File: src/hw/rtl/rlw_pkg.sv
// Shared types, codes and reset values for the radio liveness watchdog.
`timescale 1ns / 1ps

package rlw_pkg;

	// Default width of the internal time arithmetic.
	localparam int TIME_BITS_DEF = 32;

	// Widths of the fields and registers.
	localparam int FIELD_W = 32;
	localparam int MS_W    = 31;
	localparam int PHASE_W = 2;
	localparam int INDEX_W = 8;

	typedef logic [PHASE_W-1:0] phase_t;

	// Watchdog phase codes.
	localparam phase_t PH_IDLE     = 2'd0;
	localparam phase_t PH_TESTING  = 2'd1;
	localparam phase_t PH_REINITED = 2'd2;

	// Configuration register indexes.
	localparam logic [INDEX_W-1:0] REG_ARMED          = 8'd0;
	localparam logic [INDEX_W-1:0] REG_IDLE_TIME      = 8'd1;
	localparam logic [INDEX_W-1:0] REG_CHECK_INTERVAL = 8'd2;
	localparam logic [INDEX_W-1:0] REG_GRACE_TIME     = 8'd3;

	// Register reset values.
	localparam logic [MS_W-1:0] CHECK_INTERVAL_RST = 31'd1000;
	localparam logic [MS_W-1:0] GRACE_TIME_RST     = 31'd10000;

endpackage

File: src/hw/rtl/radio_liveness_watchdog.sv
// Top level of the radio liveness watchdog: poll input, state update and result output.
`timescale 1ns / 1ps

// The host sends one poll per transfer on the in channel (time, airtime counter and the
// counter read after a reinit) and receives exactly one result per poll on the out
// channel: whether the poll was evaluated, the probe, reinit and reboot requests, the
// phase after the poll and the running reinit count.
// The cfg channel writes the armed flag, idle time, check interval and grace time by
// register index; an index beyond the list is ignored. cfg_ready is always high, and
// registers are meant to be written while no poll is in flight.
// A poll accepted into the input register has the state update and result computed from
// it combinationally, and the result is then held in the result register, which drives
// the out channel. Throughput is one poll per cycle while the receiver takes results, set by
// the single compare-and-update pass between the input register and the result register.
// Reset clears the watchdog state and loads the register defaults (disarmed, interval
// 1000 ms, grace 10000 ms). When the receiver stalls, the result register holds, the
// input register fills, and in_ready falls once both hold a poll while out_ready is low.
module radio_liveness_watchdog #(
	parameter int TIME_BITS = rlw_pkg::TIME_BITS_DEF
) (
	input  logic                         clk,
	input  logic                         arst_n,
	// Configuration write channel
	input  logic                         cfg_valid,
	output logic                         cfg_ready,
	input  logic [rlw_pkg::INDEX_W-1:0]  cfg_index,
	input  logic [rlw_pkg::FIELD_W-1:0]  cfg_data,
	// Poll channel
	input  logic                         in_valid,
	output logic                         in_ready,
	input  logic [rlw_pkg::FIELD_W-1:0]  now_ms,
	input  logic [rlw_pkg::FIELD_W-1:0]  airtime_now,
	input  logic [rlw_pkg::FIELD_W-1:0]  airtime_after_reinit,
	// Result channel
	output logic                         out_valid,
	input  logic                         out_ready,
	output logic                         checked,
	output logic                         probe_request,
	output logic                         reinit_request,
	output logic                         reboot_request,
	output logic [rlw_pkg::PHASE_W-1:0]  watchdog_state,
	output logic [rlw_pkg::FIELD_W-1:0]  reinit_total
);
	import rlw_pkg::*;

	localparam int EXT_W = TIME_BITS + FIELD_W;

	// Configuration registers.
	logic            armed_q;
	logic [MS_W-1:0] idle_time_q;
	logic [MS_W-1:0] check_interval_q;
	logic [MS_W-1:0] grace_time_q;

	// Watchdog state.
	logic [TIME_BITS-1:0] next_check_q, next_check_d;
	logic                 check_valid_q, check_valid_d;
	logic [FIELD_W-1:0]   last_air_q, last_air_d;
	logic [TIME_BITS-1:0] activity_time_q, activity_time_d;
	logic                 activity_valid_q, activity_valid_d;
	logic [FIELD_W-1:0]   test_air_q, test_air_d;
	logic [TIME_BITS-1:0] test_start_q, test_start_d;
	phase_t               phase_q, phase_d;
	logic [FIELD_W-1:0]   reinit_cnt_q, reinit_cnt_d;

	// Input register.
	logic               valid_s1;
	logic [FIELD_W-1:0] now_s1;
	logic [FIELD_W-1:0] air_s1;
	logic [FIELD_W-1:0] air_reinit_s1;

	// Result register.
	logic               valid_s2;
	logic               checked_s2;
	logic               probe_s2;
	logic               reinit_s2;
	logic               reboot_s2;
	phase_t             phase_s2;
	logic [FIELD_W-1:0] reinit_total_s2;

	// Combinational results of one poll.
	logic                 advance;
	logic [EXT_W-1:0]     now_ext;
	logic [TIME_BITS-1:0] now_t;
	logic [EXT_W-1:0]     interval_ext;
	logic [TIME_BITS-1:0] check_diff;
	logic [TIME_BITS-1:0] idle_diff;
	logic [TIME_BITS-1:0] grace_diff;
	logic                 skip;
	logic                 idle_elapsed;
	logic                 grace_elapsed;
	logic                 checked_d;
	logic                 probe_d;
	logic                 reinit_d;
	logic                 reboot_d;

	// Handshakes: the result register frees when taken, the input register moves on then.
	assign advance   = !valid_s2 || out_ready;
	assign in_ready  = !valid_s1 || advance;
	assign cfg_ready = 1'b1;

	// Time arithmetic modulo 2^TIME_BITS.
	assign now_ext      = {{TIME_BITS{1'b0}}, now_s1};
	assign now_t        = now_ext[TIME_BITS-1:0];
	assign interval_ext = {{(EXT_W-MS_W){1'b0}}, check_interval_q};
	assign check_diff   = now_t - next_check_q;
	assign idle_diff    = now_t - activity_time_q;
	assign grace_diff   = now_t - test_start_q;
	assign skip         = check_valid_q && check_diff[TIME_BITS-1];

	// A span counts as elapsed when it is non-negative and at least the limit.
	assign idle_elapsed = !idle_diff[TIME_BITS-1]
		&& ({{FIELD_W{1'b0}}, idle_diff} >= {{(EXT_W-MS_W){1'b0}}, idle_time_q});
	assign grace_elapsed = !grace_diff[TIME_BITS-1]
		&& ({{FIELD_W{1'b0}}, grace_diff} >= {{(EXT_W-MS_W){1'b0}}, grace_time_q});

	// Evaluate one poll against the current state.
	always_comb begin
		next_check_d     = next_check_q;
		check_valid_d    = check_valid_q;
		last_air_d       = last_air_q;
		activity_time_d  = activity_time_q;
		activity_valid_d = activity_valid_q;
		test_air_d       = test_air_q;
		test_start_d     = test_start_q;
		phase_d          = phase_q;
		reinit_cnt_d     = reinit_cnt_q;
		checked_d        = 1'b0;
		probe_d          = 1'b0;
		reinit_d         = 1'b0;
		reboot_d         = 1'b0;
		if (armed_q && !skip) begin
			checked_d     = 1'b1;
			next_check_d  = now_t + interval_ext[TIME_BITS-1:0];
			check_valid_d = 1'b1;
			if (air_s1 != last_air_q) begin
				// Any airtime change is activity.
				last_air_d       = air_s1;
				activity_time_d  = now_t;
				activity_valid_d = 1'b1;
				phase_d          = PH_IDLE;
			end else if (!activity_valid_q) begin
				activity_time_d  = now_t;
				activity_valid_d = 1'b1;
			end else begin
				case (phase_q)
					PH_IDLE: begin
						if (idle_elapsed) begin
							test_air_d   = air_s1;
							test_start_d = now_t;
							phase_d      = PH_TESTING;
							probe_d      = 1'b1;
						end
					end
					PH_TESTING, PH_REINITED: begin
						if (grace_elapsed) begin
							if (air_s1 != test_air_q) begin
								last_air_d      = air_s1;
								activity_time_d = now_t;
								phase_d         = PH_IDLE;
							end else if (phase_q == PH_TESTING) begin
								reinit_cnt_d = reinit_cnt_q + FIELD_W'(1);
								reinit_d     = 1'b1;
								test_start_d = now_t;
								test_air_d   = air_reinit_s1;
								phase_d      = PH_REINITED;
								probe_d      = 1'b1;
							end else begin
								reboot_d = 1'b1;
							end
						end
					end
					default: begin
					end
				endcase
			end
		end
	end

	// Configuration registers.
	always_ff @(posedge clk or negedge arst_n) begin
		if (!arst_n) begin
			armed_q          <= 1'b0;
			idle_time_q      <= '0;
			check_interval_q <= CHECK_INTERVAL_RST;
			grace_time_q     <= GRACE_TIME_RST;
		end else if (cfg_valid && cfg_ready) begin
			case (cfg_index)
				REG_ARMED:          armed_q          <= cfg_data[0];
				REG_IDLE_TIME:      idle_time_q      <= cfg_data[MS_W-1:0];
				REG_CHECK_INTERVAL: check_interval_q <= cfg_data[MS_W-1:0];
				REG_GRACE_TIME:     grace_time_q     <= cfg_data[MS_W-1:0];
				default: begin
				end
			endcase
		end
	end

	// Watchdog state, updated when a poll leaves the input register.
	always_ff @(posedge clk or negedge arst_n) begin
		if (!arst_n) begin
			next_check_q     <= '0;
			check_valid_q    <= 1'b0;
			last_air_q       <= '0;
			activity_time_q  <= '0;
			activity_valid_q <= 1'b0;
			test_air_q       <= '0;
			test_start_q     <= '0;
			phase_q          <= PH_IDLE;
			reinit_cnt_q     <= '0;
		end else if (valid_s1 && advance) begin
			next_check_q     <= next_check_d;
			check_valid_q    <= check_valid_d;
			last_air_q       <= last_air_d;
			activity_time_q  <= activity_time_d;
			activity_valid_q <= activity_valid_d;
			test_air_q       <= test_air_d;
			test_start_q     <= test_start_d;
			phase_q          <= phase_d;
			reinit_cnt_q     <= reinit_cnt_d;
		end
	end

	// Input register valid.
	always_ff @(posedge clk or negedge arst_n) begin
		if (!arst_n) begin
			valid_s1 <= 1'b0;
		end else if (in_ready) begin
			valid_s1 <= in_valid;
		end
	end

	// Input register payload.
	always_ff @(posedge clk) begin
		if (in_valid && in_ready) begin
			now_s1        <= now_ms;
			air_s1        <= airtime_now;
			air_reinit_s1 <= airtime_after_reinit;
		end
	end

	// Result register valid.
	always_ff @(posedge clk or negedge arst_n) begin
		if (!arst_n) begin
			valid_s2 <= 1'b0;
		end else if (advance) begin
			valid_s2 <= valid_s1;
		end
	end

	// Result register payload.
	always_ff @(posedge clk) begin
		if (valid_s1 && advance) begin
			checked_s2      <= checked_d;
			probe_s2        <= probe_d;
			reinit_s2       <= reinit_d;
			reboot_s2       <= reboot_d;
			phase_s2        <= phase_d;
			reinit_total_s2 <= reinit_cnt_d;
		end
	end

	assign out_valid      = valid_s2;
	assign checked        = checked_s2;
	assign probe_request  = probe_s2;
	assign reinit_request = reinit_s2;
	assign reboot_request = reboot_s2;
	assign watchdog_state = phase_s2;
	assign reinit_total   = reinit_total_s2;

endmodule

File: config.mk
export PLATFORM = sky130hd
export DESIGN_NAME = radio_liveness_watchdog
export DESIGN_NICKNAME = d
export VERILOG_FILES = /design/src/hw/rtl/rlw_pkg.sv /design/src/hw/rtl/radio_liveness_watchdog.sv
export SDC_FILE = /design/constraint.sdc
export NUM_CORES = 1
export LEC_CHECK = 0
export BUFFER_PORTS_ARGS = -buffer_cell sky130_fd_sc_hd__buf_4
export CAP_MARGIN = 40
export CORE_MARGIN = 3
export CORE_UTILIZATION = 33
export CTS_CLUSTER_SIZE = 12
export DETAILED_ROUTE_END_ITERATION = 8
export GPL_ROUTABILITY_DRIVEN = 0
export SLEW_MARGIN = 20
export SYNTH_ARGS = -nofsm -noshare
export SYNTH_HDL_FRONTEND = slang
export SYNTH_SLANG_ARGS = --single-unit
File: constraint.sdc
create_clock -name clk -period 10.3 [get_ports clk]
set_input_delay 1.545 -clock clk [delete_from_list [all_inputs] [get_ports clk]]
set_output_delay 1.545 -clock clk [all_outputs]
set_load 0.05 [all_outputs]
======== Word-level counts from Yosys, hierarchy flattened ========
Cells that the tools add are included.
word-level totals
  flip-flop bits (word level) ............. 425
  latch bits .............................. 0
  bits in writable memories ............... 0
  memory bits (read-only) ................. 0
  input port bits ......................... 141
  output and inout port bits .............. 41
  word-level logic and storage cells ...... 123
  memories kept ........................... 0
cells by class
  add/subtract/negate cells ............... 5
  multiply operators ...................... 0
  div/mod/pow operators ................... 0
  order comparisons ....................... 2
  equality and inequality tests ........... 14
  shifts and indexed selects .............. 0
  mux-type cells .......................... 42
  bitwise logic cells ..................... 5
  reduce and logical (&&, ||, !) cells .... 32
operators with widths
  cell                                                 count
  two-way mux 32 bit                                   25
  case mux 32 bit (2 select lines)                     2
  subtractor 32 bit                                    3
  greater-or-equal comparator 32 x 31 -> 1 bit         2
  != test 32 bit                                       2
  adder 32 x 1 -> 32 bit, second input constant        1
  adder 32 x 31 -> 32 bit                              1
  equality test 8 x 2 -> 1 bit, second input constant  2
  two-way mux 2 bit                                    7
  AND reduction 2 bit                                  5
  nonzero test 2 bit                                   5
  != test 3 x 1 -> 1 bit, second input constant        3
  AND reduction 9 bit                                  1
  equality test 8 x 1 -> 1 bit, second input constant  1
  logical NOT 8 bit                                    1
  != test 2 bit, second input constant                 4
  logical AND 1 bit                                    6
  two-way mux 1 bit                                    6
  AND reduction 6 bit                                  1
  OR reduction 6 bit                                   1
  logical NOT 1 bit                                    5
  inverter 1 bit                                       5
  AND reduction 5 bit                                  1
  case mux 2 bit (2 select lines)                      1
  other kinds (8)                                      9

======== Logic depth before layout (Yosys ltp) ========
Gate-level depths: netlist (run 1).
  depth in word-level cells ............... 8
  gate-level depth with buffers ........... 28
  depth with buffers taken out ............ 26

======== Worst setup path after synthesis (run 1) ========
Ideal clock, no wire load.
  path type ............................... register to register
  from .................................... register now_s1[0]
  to ...................................... register reinit_total_s2[31], in the netlist reinit_total[31] (data pin)
  library setup time ...................... 0.258 ns
  arrival ................................. 4.924 ns
  required time ........................... 10.042 ns
  setup slack ............................. 5.119 ns
  cell stages (with the launch flop) ...... 29
  buffers on the path ..................... 2
  period minus slack after synthesis ...... 5.181 ns
  path through ............................ edfxtp_1 -> inv_1 -> ha_1 -> inv_1 -> fa_1 -> a21o_1 -> a31oi_1 -> o211a_1 -> o21ai_0 -> a41o_1 -> and2_1 -> a21oi_1 -> o21bai_1 -> a21o_1 -> xor2_1 -> ha_1 -> nand4_1 -> nor4_1 -> nand2_1 -> nand2_1 -> a311o_1 -> nor4b_2 -> o211ai_1 -> or2_1 -> buf_6 -> inv_2 -> buf_4 -> nand4_1 -> xnor2_1
on the way
  longest elaborated chain between the ends .. 8
  elaborated cells between the ends (all ways) .. 13
  classes of those cells .................. 2 x add/sub; 1 x order compare; 5 x mux; 5 x reduce/logical
RTL lines
  item                                                                                      line                                                            RTL
  start, declared                                                                           radio_liveness_watchdog.sv:67                                   logic [FIELD_W-1:0] now_s1;
  start signal, assigned                                                                    radio_liveness_watchdog.sv:235                                  now_s1 <= now_ms;
  subtractor 32 bit                                                                         radio_liveness_watchdog.sv:107                                  assign grace_diff = now_t - test_start_q;
  greater-or-equal comparator 32 x 31 -> 1 bit / logical NOT 1 bit (equally long branches)  radio_liveness_watchdog.sv:114, radio_liveness_watchdog.sv:113
  logical AND 1 bit                                                                         radio_liveness_watchdog.sv:114                                  && ({{FIELD_W{1'b0}}, grace_diff} >= {{(EXT_W-MS_W){1'b0}}, grace_time_q});
  two-way mux 32 bit                                                                        radio_liveness_watchdog.sv:155                                  if (grace_elapsed) begin
  two-way mux 32 bit                                                                        radio_liveness_watchdog.sv:145                                  case (phase_q)
  two-way mux 32 bit                                                                        radio_liveness_watchdog.sv:141                                  end else if (!activity_valid_q) begin
  two-way mux 32 bit                                                                        radio_liveness_watchdog.sv:135                                  if (air_s1 != last_air_q) begin
  two-way mux 32 bit *                                                                      radio_liveness_watchdog.sv:131                                  if (armed_q && !skip) begin
  via reinit_cnt_d[31]                                                                      radio_liveness_watchdog.sv:63                                   logic [FIELD_W-1:0] reinit_cnt_q, reinit_cnt_d;
  end signal, assigned                                                                      radio_liveness_watchdog.sv:258                                  reinit_total_s2 <= reinit_cnt_d;
  end, declared                                                                             radio_liveness_watchdog.sv:78                                   logic [FIELD_W-1:0] reinit_total_s2;
The timed path passes the listed nets; every way through them passes the cells marked *.
A chain may end at the register's enable or synchronous reset.

======== Final worst setup path (run 1) ========
  from .................................... register now_s1[4]
  to ...................................... register test_start_q[7]
on the way
  longest elaborated chain between the ends .. 5
  elaborated cells between the ends (all ways) .. 15
  classes of those cells .................. 3 x add/sub; 2 x order compare; 2 x eq/ne; 8 x reduce/logical
RTL lines
  item                                                                  line                                                                                            RTL
  subtractor 32 bit, on equally long branches                           radio_liveness_watchdog.sv:107, radio_liveness_watchdog.sv:105, radio_liveness_watchdog.sv:106
  greater-or-equal comparator 32 x 31 -> 1 bit (tied with other cells)  radio_liveness_watchdog.sv:114
  logical AND 1 bit (tied with other cells)                             radio_liveness_watchdog.sv:114
  != test 2 bit (no line) / logical AND 1 bit (equally long branches)   --
  AND reduction 9 bit (no line) *                                       --
  end signal, assigned                                                  radio_liveness_watchdog.sv:217                                                                  test_start_q <= test_start_d;
  end, declared                                                         radio_liveness_watchdog.sv:61                                                                   logic [TIME_BITS-1:0] test_start_q, test_start_d;
Mark *: on every way between the ends. The rest lies on a longest branch, timed or not.

==> impl_metrics.py, run 1 <==
metrics = {
    "status": {
        "status": "complete, no violations",
    },
    "timing": {
        "rsz0062_at_grt": "false",
        "setup_viol": 0,
        "clock.fmax_mhz": 142,
        "hold_viol_final": 0,
        "maxSlewViolCount": 0,
        "tns_ns": 0,
        "fin_crit_ns": 7.07,
        "worstMarginPinSlew_ns": 0.779,
        "holdWs_ns": 0.477,
        "finalCritPeriodShare_pct": 68.6,
        "fin_skew_ns": 0.0337,
        "max_slew_margin_pct": 47.6,
    },
    "drt": {
        "drtIter0Drc": 855,
        "wl_per_cell_um": 17.4,
        "drt-total-wl_um": 57100,
        "drc": 0,
        "drtPass1Iterations": 5,
        "ant_nets": 0,
        "vias_per_cell": 4.98,
        "vias": 16300,
    },
    "layout": {
        "drive_above_1_share_pct": 24.6,
        "syn2layout_area_growth_pct": 17.8,
        "n_fill_cell": 6799,
        "nets": 2631,
        "fin_util_pct": 39.7,
        "final_area_mm2": 0.0281,
    },
    "clocking": {
        "insertion_delay_ns": 0.59,
        "htreeDepth": 2,
        "cts.repair.resized": 0,
        "cts_setup_buffers": 0,
        "clk_pin_slew_ns": 0.06,
        "clock-root-buffer": "clkbuf_16",
        "numCtsBuffers": 51,
        "cts_buffer_depth": 3,
        "cts_tree": "built",
        "cts-hold-fix-buffers": 0,
        "clock-sinks": 425,
    },
    "yosys": {
        "synth.most_common_cell": "dfrtp_1",
        "yosysTopAreaCellShare_pct": 29.4,
        "synth-edff-count": 134,
        "syn_nets": 2423,
        "synth_cell_type_count": 80,
        "synth_top_cells_by_count": "dfrtp_1 (280), mux2_2 (254), ha_1 (191)",
        "synth_seq_cells": 425,
        "synth_area_leader_cell": "dfrtp_1",
        "synth_area_mm2": 0.0239,
        "ys_warn_count": 0,
        "dominantRegCellSynth": "dfrtp_1",
        "netlist_top_cells_area": "dfrtp_1 (29%), edfxtp_1 (17%), mux2_2 (12%)",
        "ys_async_sr_fraction_pct": 68.5,
        "synth_area_per_cell_um2": 11.4,
        "yosysSeqAreaShare_pct": 47.4,
        "syn_inst": 2088,
    },
    "worst_setup_path": {
        "crit_path_cell_trace": "ha_1 -> a2111o_1 -> a31oi_1 -> o211a_1 -> o21ai_0 -> a41o_1 -> and2_1 -> a21oi_1 -> o21bai_1 -> a21o_1 -> xor2_1 -> ha_1 -> nand4_1 -> nor4_1 -> nand2_1 -> nand2_1 -> a311o_1 -> nor4b_2 -> nor2_1 -> a21oi_1 -> nand3_4 -> buf_12 -> mux2_2",
        "cp-end-kind": "flip-flop",
        "cp.required_ns": 10.76,
        "cp.arrival_ns": 7.52,
        "crit_buf_inv": 1,
        "slowest_delay_ns": 0.71,
        "cp_slowest_cell": "nor4_1",
        "setup.worst_path.start_class": "flip-flop",
        "worstSetupPathType": "flip-flop to flip-flop",
        "cpLargestDelayFamily": "compound AO/OA/AOI/OAI gates",
        "crit_fanout": 33,
    },
    "die": {
        "die-area_mm2": 0.0756,
        "die_h_um": 275,
        "die_w_um": 275,
        "design.core.area_mm2": 0.0709,
        "initial_utilization_pct": 33.7,
        "rows": 97,
        "pin_count": 182,
    },
    "pwr": {
        "total_power_mw": 5.81,
        "p_leak_nw": 12.8,
        "switchingPower_mw": 1.91,
        "p_int_mw": 3.90,
        "p_per_area_mw_per_mm2": 207,
        "ir_worst_vdd_uv": 134,
        "p_sw_share_pct": 32.9,
        "clock_power_share_pct": 30.6,
        "p_comb_share_pct": 32.4,
        "seq_power_share_pct": 37.0,
    },
    "global_route": {
        "grt_pass1_wl_um": 90700,
        "grt_start_max_net_pins": 98,
        "grt_pass1_vias": 16700,
        "grt_overflow": 0,
        "grt_usage_pct": 15.0,
        "antenna_found_initial": 1,
    },
    "place": {
        "port_buffers": 179,
        "placed_area_mm2": 0.0264,
        "dp_hpwl_um": 42300,
    },
    "worst_hold_path": {
        "hp-class": "flip-flop to flip-flop",
    },
    "flow_run": {
        "cap_violations": 0,
    },
}
==> flip-flops by register name, indices dropped and copies added, names as in the netlist, 31 cells and up <==
signal / flops
idle_time_q: 31
grace_time_q: 31
check_interval_q: 31
test_start_q: 32
air_reinit_s1: 32
reinit_total: 32
now_s1: 32
reinit_cnt_q: 32
activity_time_q: 32
last_air_q: 32
next_check_q: 32
test_air_q: 32
air_s1: 32
==> tightest hold or removal path, cell delays in order, from the launching register on <==
cell,delay [ns]
dfrtp_1,0.34
nand2_1,0.04
o21ai_0,0.06
==> path summary, 6_finish.rpt <==
path	endpoint	startpoint	cells after the start	slack [ns]
worst min-delay path	next_check_q[25]	next_check_q[25]	2	0.48
min in group asynchronous	activity_time_q[3]	arst_n	1	1.03
worst min register to register	next_check_q[25]	next_check_q[25]	2	0.48
worst max-delay path	test_start_q[7]	now_s1[4]	23	3.23
worst max register to register	test_start_q[7]	now_s1[4]	23	3.23
max in group asynchronous	last_air_q[5]	arst_n	3	8.11
==> through the flow <==
step,instances,setup slack [ns]
after floorplan,2088,5.12
after global placement,3175,3.14
after detailed placement,3181,3.30
after CTS,3275,3.26
after global routing,3278,2.77
final,3278,3.23
==> placed cells by master, fill, tap and decap left out, drive strengths merged, types with 10 or more instances in the layout <==
| cell | n |
|---|---|
| clkbuf | 69 |
| nor2 | 75 |
| a21o | 61 |
| buf | 201 |
| nor3 | 39 |
| nand4 | 35 |
| nand2b | 24 |
| clkinv | 15 |
| nor2b | 12 |
| edfxtp | 134 |
| a211oi | 11 |
| nand2 | 98 |
| o21ai | 85 |
| nor4 | 24 |
| xnor2 | 80 |
| mux2 | 254 |
| o21a | 18 |
| o211ai | 10 |
| dfrtp | 280 |
| and3 | 21 |
| dfstp | 11 |
| a21oi | 107 |
| nand3 | 39 |
| xor2 | 127 |
| ha | 191 |
| inv | 186 |
==> area by class of cell <==
type	instances	area (µm²)	share of cell area [%]
Clock buffer	69	1420	5.03
Tap cell	940	1180	4.18
Timing Repair Buffer	201	1620	5.77
Clock inverter	25	233	0.828
Inverter	185	694	2.47
Sequential cell	425	11300	40.3
Multi-Input combinational cell	1432	11600	41.4
Antenna cell	1	2.50	0.00890
==> power groups by stage <==
stage / registers [mW] / clock network (mW) / logic (mW)
2_1_floorplan: 2.17 / 0 / 1.37
3_3_place_gp: 2.17 / 0 / 1.82
3_5_place_dp: 2.18 / 0 / 1.87
4_1_cts: 2.15 / 1.84 / 1.89
5_1_grt: 2.18 / 1.91 / 2.13
6_report: 2.15 / 1.78 / 1.88
==> kinds of logic (layout without fill, tap and decap cells) <==
logic type / count (synthesis) / in the layout / share of synthesized area [%]
flip-flops: 425 / 425 / 47.4
multiplexers: 256 / 256 / 12.1
AO/OA/AOI/OAI: 364 / 364 / 9.84
buffers and inverters: 231 / 480 / 3.87
adder cells (fa/ha/maj): 194 / 194 / 10.3
other: 1 / 2 / 0.0157
XOR/XNOR: 207 / 207 / 7.60
AND/OR/NAND/NOR: 410 / 410 / 8.91
==> layer usage <==
metal	GRT usage (%)	part of all wire, %	vias to the layer above
li1	-	-	7887
met2	25.6	49	341
met1	19.1	44	8005
met4	5.85	3.4	0
met3	2.52	4.1	103
met5	0	0	-
(Power assumes the default switching activity.)
==> run 2, diff against run 1 <==
Clock period 10.3 ns to 7.27 ns, I/O delays scaled along.
==> impl_metrics.py, run 2 (synthesis results as in run 1) <==
metrics = {
    "timing": {
        "rsz0062_at_grt": "false",
        "fin_crit_ns": 6.82,
        "tns_ns": 0,
        "worstMarginPinSlew_ns": 0.881,
        "hold_viol_final": 0,
        "finalCritPeriodShare_pct": 93.9,
        "holdWs_ns": 0.477,
        "worst_slack_ns": 0.446,
        "clock.fmax_mhz": 147,
        "maxSlewViolCount": 0,
        "setup_viol": 0,
        "fin_skew_ns": 0.0192,
        "max_slew_margin_pct": 41.3,
    },
    "global_route": {
        "grt_start_max_net_pins": 148,
        "antenna_found_initial": 0,
        "grt_usage_pct": 15.2,
        "grt_overflow": 0,
        "grt_pass1_wl_um": 91600,
        "grt_pass1_vias": 16700,
    },
    "clocking": {
        "cts_buffer_depth": 3,
        "clk_pin_slew_ns": 0.06,
        "htreeDepth": 2,
        "cts-hold-fix-buffers": 0,
        "clock-root-buffer": "clkbuf_16",
        "cts_setup_buffers": 0,
        "insertion_delay_ns": 0.59,
        "clock-sinks": 425,
        "cts_tree": "built",
        "numCtsBuffers": 52,
        "cts.repair.resized": 0,
    },
    "pwr": {
        "p_per_area_mw_per_mm2": 298,
        "p_leak_nw": 12.9,
        "total_power_mw": 8.41,
        "ir_worst_vdd_uv": 186,
    },
    "drt": {
        "drtPass1Iterations": 4,
        "vias_per_cell": 4.95,
        "wl_per_cell_um": 17.6,
        "drtIter0Drc": 856,
        "drt-total-wl_um": 57700,
        "vias": 16200,
        "drc": 0,
        "ant_nets": 0,
    },
    "worst_setup_path": {
        "cp_slowest_cell": "nor4_1",
        "crit_fanout": 32,
        "crit_path_cell_trace": "ha_1 -> a2111o_1 -> a31oi_1 -> o211a_1 -> o21ai_0 -> a41o_1 -> and2_1 -> a21oi_1 -> o21bai_1 -> a21o_1 -> xor2_1 -> ha_1 -> nand4_1 -> nor4_1 -> nand2_1 -> nand2_1 -> a311o_1 -> nor4b_2 -> o211ai_1 -> nand2b_1 -> a21oi_4 -> buf_4 -> mux2_2",
        "setup.worst_path.start_class": "flip-flop",
        "slowest_delay_ns": 0.58,
        "cp.arrival_ns": 7.29,
        "cp-end-kind": "flip-flop",
        "cp.required_ns": 7.73,
        "worstSetupPathType": "flip-flop to flip-flop",
        "r2r_slack_ns": 0.45,
    },
    "die": {
        "die_h_um": 275,
        "rows": 97,
        "design.core.area_mm2": 0.0709,
        "die-area_mm2": 0.0756,
        "die_w_um": 275,
        "initial_utilization_pct": 33.7,
        "pin_count": 182,
    },
    "layout": {
        "n_fill_cell": 6824,
        "final_common_cell": "dfrtp_1",
        "nets": 2632,
        "stdcell_count": 3280,
        "final_area_mm2": 0.0282,
        "syn2layout_area_growth_pct": 18.2,
        "fin_util_pct": 39.8,
        "drive_above_1_share_pct": 24.5,
        "final_cell_mix": "dfrtp_1 (280), mux2_2 (254), buf_4 (194), ha_1 (191), inv_1 (183)",
        "num_antenna_cells": 0,
    },
    "worst_hold_path": {
        "hp-class": "flip-flop to flip-flop",
    },
    "place": {
        "dp_hpwl_um": 42600,
        "port_buffers": 179,
        "placed_area_mm2": 0.0264,
        "post-place-cells": 3182,
        "place_ws_ns": 0.474,
    },
    "status": {
        "status": "complete, no violations",
    },
    "flow_run": {
        "cap_violations": 0,
    },
}
[run 2: changes by cell type in the layout (fill, tap and decap cells not counted), sizes merged]
cell,before,now
clkbuf,69,72
clkinvlp,6,3
diode,1,0
clkinv,15,14
bufinv,3,7
[run 2: final timing paths]
check / from / to / cells after the start
worst max-delay path: now_s1[4] / last_air_q[4] / 23
worst min-delay path: next_check_q[17] / next_check_q[17] / 2
worst max register to register: now_s1[4] / last_air_q[4] / 23
worst min register to register: next_check_q[17] / next_check_q[17] / 2
max in group asynchronous: arst_n / reinit_cnt_q[13] / 2
min in group asynchronous: arst_n / activity_time_q[4] / 1
[run 2: cell type report]
cell class / instances / area [µm²] / area share [%]
clock buffer: 72 / 1470 / 5.21
inverter: 185 / 694 / 2.46
clock inverter: 25 / 317 / 1.12
multi-input combinational: 1432 / 11600 / 41.3
timing repair buffer: 201 / 1600 / 5.67
tap: 940 / 1180 / 4.17
sequential: 425 / 11300 / 40.1
[run 2: worst max-delay path: cells and delay by family, from the launching register on]
kind	cells	cell delay (ns)
AO/OA/AOI/OAI	11	2.75
XOR/XNOR	1	0.14
adder cells (fa/ha/maj)	2	0.75
buffers and inverters	1	0.43
flip-flops	1	0.51
multiplexers	1	0.39
AND/OR/NAND/NOR	7	1.72
[run 2: routing by layer]
| metal | global-route usage [%] | vias up | wire length (µm) |
|---|---|---|---|
| met1 | 19.4 | 7939 | 25600 |
| met3 | 2.24 | 97 | 1900 |
| met4 | 5.43 | 0 | 1880 |
| met2 | 26.3 | 306 | 28300 |
| met5 | 0 | - | 0 |
| li1 | - | 7899 | - |
[run 2: power by group]
| group | switching (mW) | internal, mW | total, mW | leakage, nW |
|---|---|---|---|---|
| Sequential | 0.206 | 2.83 | 3.04 | 5.10 |
| Clock | 1.03 | 1.66 | 2.69 | 0.864 |
| Combinational | 1.46 | 1.22 | 2.68 | 6.90 |
